## src/rtl/rmq_pkg.sv

```systemverilog
// rmq_pkg: shared types and constants of the rotation matrix to quaternion unit
// used by every module of the block, no dependencies
package rmq_pkg;

   localparam int DEFAULT_DATA_WIDTH = 32;
   localparam int DEFAULT_FRAC_BITS  = 30;

   localparam int NORM_W   = 31;
   localparam int NORM_TOP = 30;
   localparam int SQ_W     = 62;
   localparam int SUM_W    = 64;
   localparam int ROOT_W   = 32;
   localparam int ROOT_STEPS = 32;

   localparam int THR_W = 31;
   localparam logic [THR_W-1:0] THR_RESET = 31'd11;

   localparam int CSR_ADDR_W = 3;
   localparam int CSR_DATA_W = 32;
   localparam logic [0:0] REG_TRACE_THRESHOLD = 1'b0;

   typedef enum logic [1:0] {
      BR_W = 2'd0,
      BR_X = 2'd1,
      BR_Y = 2'd2,
      BR_Z = 2'd3
   } branch_type;

   typedef struct packed {
      branch_type branch;
      logic       degen;
      logic       zero;
      logic [3:0] neg;
   } meta_type;

endpackage

```

## src/rtl/rmq_front.sv

```systemverilog
// rmq_front: clamp, branch select, component build and block normalization
// depends on rmq_pkg
module rmq_front #(
   parameter int DATA_WIDTH = rmq_pkg::DEFAULT_DATA_WIDTH,
   parameter int FRAC_BITS  = rmq_pkg::DEFAULT_FRAC_BITS
) (
   input  logic                                  clock,
   input  logic                                  reset,
   input  logic [rmq_pkg::THR_W-1:0]             thr,
   input  logic                                  in_valid,
   output logic                                  in_ready,
   input  logic [8:0][DATA_WIDTH-1:0]            in_m,
   output logic                                  out_valid,
   input  logic                                  out_ready,
   output logic [3:0][rmq_pkg::NORM_W-1:0]       out_mag,
   output rmq_pkg::meta_type                     out_meta
);
   import rmq_pkg::*;

   localparam int FE  = (FRAC_BITS > 60) ? 60 : FRAC_BITS;
   localparam int PRE = FRAC_BITS - FE;
   localparam int EW  = FE + 2;
   localparam int CW  = FE + 4;
   localparam int MW  = FE + 3;
   localparam int XW  = ((DATA_WIDTH > FRAC_BITS + 2) ? DATA_WIDTH : FRAC_BITS + 2) + 1;
   localparam int PW  = $clog2(MW);
   localparam int NS  = 4;
   localparam logic signed [XW-1:0] ONE_X = {{(XW-1){1'b0}}, 1'b1} << FRAC_BITS;
   localparam logic signed [CW-1:0] UNIT  = {{(CW-1){1'b0}}, 1'b1} << FE;

   logic [NS-1:0] vld_ff;
   logic [NS:0]   rdy;

   logic signed [EW-1:0] e_ff [9];
   logic signed [EW-1:0] e_in [9];
   logic signed [CW-1:0] c_ff [4];
   logic signed [CW-1:0] c_in [4];
   meta_type             m2_ff, m2_in, m3_ff, m3_in, m4_ff, m4_in;
   logic [3:0][MW-1:0]   mag_ff, mag_in;
   logic [MW-1:0]        mx_ff, mx_in;
   logic [3:0][NORM_W-1:0] nmag_ff, nmag_in;

   always_comb begin
      rdy[NS] = out_ready;
      for (int k = NS - 1; k >= 0; k--) begin
         rdy[k] = !vld_ff[k] || rdy[k+1];
      end
   end
   assign in_ready = rdy[0];

   always_ff @(posedge clock) begin
      if (reset) begin
         vld_ff <= '0;
      end else begin
         for (int k = 0; k < NS; k++) begin
            if (rdy[k]) begin
               vld_ff[k] <= (k == 0) ? in_valid : vld_ff[k-1];
            end
         end
      end
   end

   // clamp to +-1.0 and drop extra fraction bits
   always_comb begin
      logic signed [XW-1:0] v;
      logic signed [XW-1:0] vs;
      for (int i = 0; i < 9; i++) begin
         v = {{(XW-DATA_WIDTH){in_m[i][DATA_WIDTH-1]}}, in_m[i]};
         if (v > ONE_X) v = ONE_X;
         if (v < -ONE_X) v = -ONE_X;
         vs = v >>> PRE;
         e_in[i] = vs[EW-1:0];
      end
   end

   // branch choice and unnormalized components
   always_comb begin
      logic signed [CW-1:0] d [9];
      logic signed [CW-1:0] t;
      logic signed [CW-1:0] arg;
      logic signed [64:0]   tx;
      logic signed [64:0]   lx;
      for (int i = 0; i < 9; i++) begin
         d[i] = CW'(e_ff[i]);
      end
      t  = d[0] + d[4] + d[8] + UNIT;
      tx = 65'(t);
      lx = 65'(thr >> PRE);
      m2_in = '0;
      arg = '0;
      if (tx > lx) begin
         m2_in.branch = BR_W;
         c_in[0] = t;
         c_in[1] = d[5] - d[7];
         c_in[2] = d[6] - d[2];
         c_in[3] = d[1] - d[3];
      end else begin
         if (d[0] > d[4] && d[0] > d[8]) begin
            m2_in.branch = BR_X;
            arg = (d[0] - (d[4] + d[8])) + UNIT;
         end else if (d[4] > d[8]) begin
            m2_in.branch = BR_Y;
            arg = (d[4] - (d[8] + d[0])) + UNIT;
         end else begin
            m2_in.branch = BR_Z;
            arg = (d[8] - (d[0] + d[4])) + UNIT;
         end
         if (arg <= 0) begin
            arg = '0;
            m2_in.degen = 1'b1;
         end
         case (m2_in.branch)
            BR_X: begin
               c_in[0] = d[5] - d[7]; c_in[1] = arg;
               c_in[2] = d[3] + d[1]; c_in[3] = d[2] + d[6];
            end
            BR_Y: begin
               c_in[0] = d[6] - d[2]; c_in[1] = d[3] + d[1];
               c_in[2] = arg;         c_in[3] = d[7] + d[5];
            end
            default: begin
               c_in[0] = d[1] - d[3]; c_in[1] = d[2] + d[6];
               c_in[2] = d[7] + d[5]; c_in[3] = arg;
            end
         endcase
      end
   end

   // magnitudes, signs and largest magnitude
   always_comb begin
      logic signed [CW-1:0] a;
      logic [MW-1:0] m01, m23;
      m3_in = m2_ff;
      for (int i = 0; i < 4; i++) begin
         m3_in.neg[i] = c_ff[i] < 0;
         a = (c_ff[i] < 0) ? -c_ff[i] : c_ff[i];
         mag_in[i] = a[MW-1:0];
      end
      m01 = (mag_in[0] > mag_in[1]) ? mag_in[0] : mag_in[1];
      m23 = (mag_in[2] > mag_in[3]) ? mag_in[2] : mag_in[3];
      mx_in = (m01 > m23) ? m01 : m23;
   end

   // shift all four so the largest has its top bit at NORM_TOP
   always_comb begin
      logic [PW-1:0] p;
      logic [MW+NORM_TOP-1:0] wide;
      p = '0;
      for (int i = 0; i < MW; i++) begin
         if (mx_ff[i]) p = PW'(i);
      end
      m4_in = m3_ff;
      m4_in.zero = (mx_ff == '0);
      for (int i = 0; i < 4; i++) begin
         wide = {mag_ff[i], {NORM_TOP{1'b0}}} >> p;
         nmag_in[i] = wide[NORM_W-1:0];
      end
   end

   always_ff @(posedge clock) begin
      if (rdy[0]) e_ff <= e_in;
      if (rdy[1]) begin
         c_ff  <= c_in;
         m2_ff <= m2_in;
      end
      if (rdy[2]) begin
         mag_ff <= mag_in;
         mx_ff  <= mx_in;
         m3_ff  <= m3_in;
      end
      if (rdy[3]) begin
         nmag_ff <= nmag_in;
         m4_ff   <= m4_in;
      end
   end

   assign out_valid = vld_ff[NS-1];
   assign out_mag   = nmag_ff;
   assign out_meta  = m4_ff;

endmodule

```

## config.mk

```make
export PLATFORM = sky130hd
export DESIGN_NAME = rmq_front
export DESIGN_NICKNAME = d
export VERILOG_FILES = /design/src/rtl/rmq_pkg.sv /design/src/rtl/rmq_front.sv
export SDC_FILE = /design/constraint.sdc
export NUM_CORES = 2
export LEC_CHECK = 0
export BUFFER_PORTS_ARGS = -buffer_cell sky130_fd_sc_hd__buf_2
export CORE_UTILIZATION = 50
export CTS_CLUSTER_SIZE = 10
export DETAILED_ROUTE_END_ITERATION = 16
export GPL_TIMING_DRIVEN = 0
export PLACE_DENSITY = 0.65
export REMOVE_ABC_BUFFERS = 1
export SYNTH_ARGS = -nofsm -noshare
export SYNTH_HDL_FRONTEND = slang
export SYNTH_SLANG_ARGS = --single-unit
```

## constraint.sdc

```tcl
create_clock -name clock -period 11.8 [get_ports clock]
set_input_delay 0.59 -clock clock [delete_from_list [all_inputs] [get_ports clock]]
set_output_delay 0.59 -clock clock [all_outputs]
set_load 0.1 [all_outputs]
```

==> out/qor.txt <==
status - finished with violations
failing checks - capacitance limit
Total Routing Usage GR - 0.377
IO Pins - 457
DRC Markers - 0
DR pass1 iterations - 7
max incr delay on CP - 0.90 ns
Final setup viols - 0
DR vias/cell - 6.27
pre-CTS WS - 0.145 ns
Critical Path Source Type - flip-flop
Syn Area/Cell - 9.13 µm²
Rows - 133
gpl congestion - 1.03
I/O Buffers - 456
WL final - 263000 µm
Slew Limit Fails - 0
Clock Sinks - 735
Core Area - 132000 µm²
Crit-path slowest cell - a211oi_1
Peak VDD IR - 0.584 mV
EDFF count, synth - 731
Post-synth top cells - 770 x ha_1, 731 x edfxtp_1, 611 x inv_1
number of hold buffers added after cts - 0
pin count of the biggest net entering global routing - 110
synth top area cells - edfxtp_1 33%, ha_1 14%, mux2i_1 4.5%
share of post-route cells with drive strength above 1 - 0.106
worst skew pair latency - 0.74 ns
first-pass GRT wire length - 374000 µm
DP Wirelength - 216000 µm
unrepaired setup endpoints after global routing - false
TritonCTS Buffers - 93
Initial Util - 0.507
Worst setup EP type - flip-flop
worst path required time - 12.41 ns
worst path arrival time - 12.05 ns
PwrDens - 334 nW/µm²
drt initial violations - 7348
count leader, synth - ha_1
Wirelength per Cell - 27.8 µm
leakage power - 0.0328 µW
Hold WS - 0.0539 ns
clock period minus worst slack - 11.45 ns
FMAX - 0.0874 GHz
clock root buffer - clkbuf_16
slew at the pin closest to its max-slew limit - 1.43 ns
fin crit share - 0.970
cell count after synthesis - 7339
post-route ant nets - 0
clock skew - 0.0364 ns
vias in the first global route - 54800
clock buffer depth - 3
max_cap viols - 1
Area Overhead vs Synth - 12.0%
clk slew on worst S/H paths - 0.06 ns
worst hold path class - in -> reg
Remaining Overflow, GRT - 0
nets@finish - 8801
htree depth - 3
final hold vios - 0
Via Count - 59200
setup ws final - 0.354 ns
mapped cell area - 67000 µm²
maximum fanout along the worst path - 25
Core Util, Final - 0.567
register area share after synthesis - 0.329
synth unique cells - 84
Yosys reg bits - 735
top cell type's share of synthesized area - 0.327
share of async-settable or async-resettable flops after synthesis - 0
Die Ht - 368 µm
antenna violations before repair - 9
Max-slew headroom - 0.0228
CTS tree - done
die area - 136000 µm²
ys flop type - edfxtp_1
chip width - 368 µm
yosys warns - 0
CP Class - reg -> reg
top cell type by total area after synthesis - edfxtp_1
critical path: cells and delay by family, from the launching register on:
family	cells	cell delay, ns
AO/OA/AOI/OAI	19	5.92
AND/OR/NAND/NOR	7	2.00
adder cells (fa/ha/maj)	4	1.75
buffers and inverters	3	0.61
XOR/XNOR	2	0.56
flip-flops	1	0.44
stage by stage:
| step | instances | cell area, µm² | total power [µW] | setup TNS, ns |
|---|---|---|---|---|
| after floorplan | 6997 | 65700 | 16000 | -1034.40 |
| after CTS | 9433 | 75000 | 24700 | 0 |
| after detailed placement | 9291 | 72100 | 21800 | 0 |
| final | 9441 | 75100 | 25100 | 0 |
| after global placement | 9208 | 70200 | 21400 | -2888.52 |
| after global routing | 9435 | 75000 | 26200 | 0 |
cell families after synthesis:
kind of cell / synth area share
flip-flops: 0.329
XOR/XNOR: 0.0562
AO/OA/AOI/OAI: 0.184
buffers and inverters: 0.0535
adder cells (fa/ha/maj): 0.166
AND/OR/NAND/NOR: 0.159
multiplexers: 0.0527
where the power goes:
part	switching [µW]	leakage, µW	internal (µW)
combinational	11300	0.0233	5640
clock	1150	0.00141	1620
sequential	970	0.00810	4370
final timing paths:
kind | start | endpoint | slack (ns) | cells after the start
max | e_ff[129] | c_ff[100] | 0.35 | 35
min | reset | vld_ff[2] | 0.05 | 2
max reg2reg | e_ff[129] | c_ff[100] | 0.35 | 35
min reg2reg | m3_ff[5] | out_meta[5] | 0.42 | 0
flip-flops by register name, summed over array words and instances, names as in the netlist:
register,flops
m2_ff,3
out_meta,8
vld_ff,4
e_ff,288
mag_ff,132
c_ff,136
out_mag,124
mx_ff,33
m3_ff,7
timing repair:
item	4_1_cts	5_1_grt
resized for setup	0	3
buffers inserted	0	2
endpoints found under the setup margin	0	22
cell usage in the layout (no fill, tap or decap), types with 37 or more instances in the layout:
| master | synthesis | layout |
|---|---|---|
| a211oi_1 | 58 | 58 |
| a21o_1 | 121 | 121 |
| a21oi_1 | 513 | 510 |
| a22oi_1 | 40 | 40 |
| a31oi_1 | 80 | 80 |
| and2_1 | 296 | 297 |
| and3_1 | 49 | 49 |
| buf_2 | 4 | 456 |
| clkbuf_16 | 0 | 94 |
| edfxtp_1 | 731 | 731 |
| fa_1 | 75 | 75 |
| ha_1 | 770 | 770 |
| inv_1 | 611 | 607 |
| mux2i_1 | 299 | 290 |
| nand2_1 | 540 | 533 |
| nand2b_1 | 72 | 72 |
| nand3_1 | 154 | 154 |
| nand4_1 | 61 | 61 |
| nor2_1 | 472 | 464 |
| nor2b_1 | 78 | 78 |
| nor3_1 | 116 | 113 |
| nor4_1 | 108 | 105 |
| o211ai_1 | 83 | 83 |
| o21a_1 | 71 | 71 |
| o21ai_0 | 409 | 408 |
| o21bai_1 | 52 | 52 |
| o221ai_1 | 38 | 37 |
| o22ai_1 | 57 | 57 |
| o31ai_1 | 72 | 69 |
| or3_1 | 60 | 60 |
| or4_1 | 52 | 52 |
| xnor2_1 | 255 | 255 |
| xor2_1 | 175 | 175 |
metal layers:
layer | up-vias | share of wire | global-route usage
li1 | 27300 | - | -
met1 | 28200 | 0.41 | 0.498
met2 | 3042 | 0.44 | 0.591
met3 | 628 | 0.077 | 0.0492
met4 | 2 | 0.070 | 0.218
met5 | - | 0.000046 | 0
area by class of cell:
cell class / count / area [µm²]
tap: 1755 / 2200
sequential: 735 / 22000
clock inverter: 33 / 454
multi-input combinational: 5650 / 41700
timing repair buffer: 541 / 3880
clock buffer: 109 / 2440
fill: 12000 / 57200
inverter: 612 / 2310
antenna: 6 / 15.0
No activity file was read; power rests on OpenSTA's default activity.
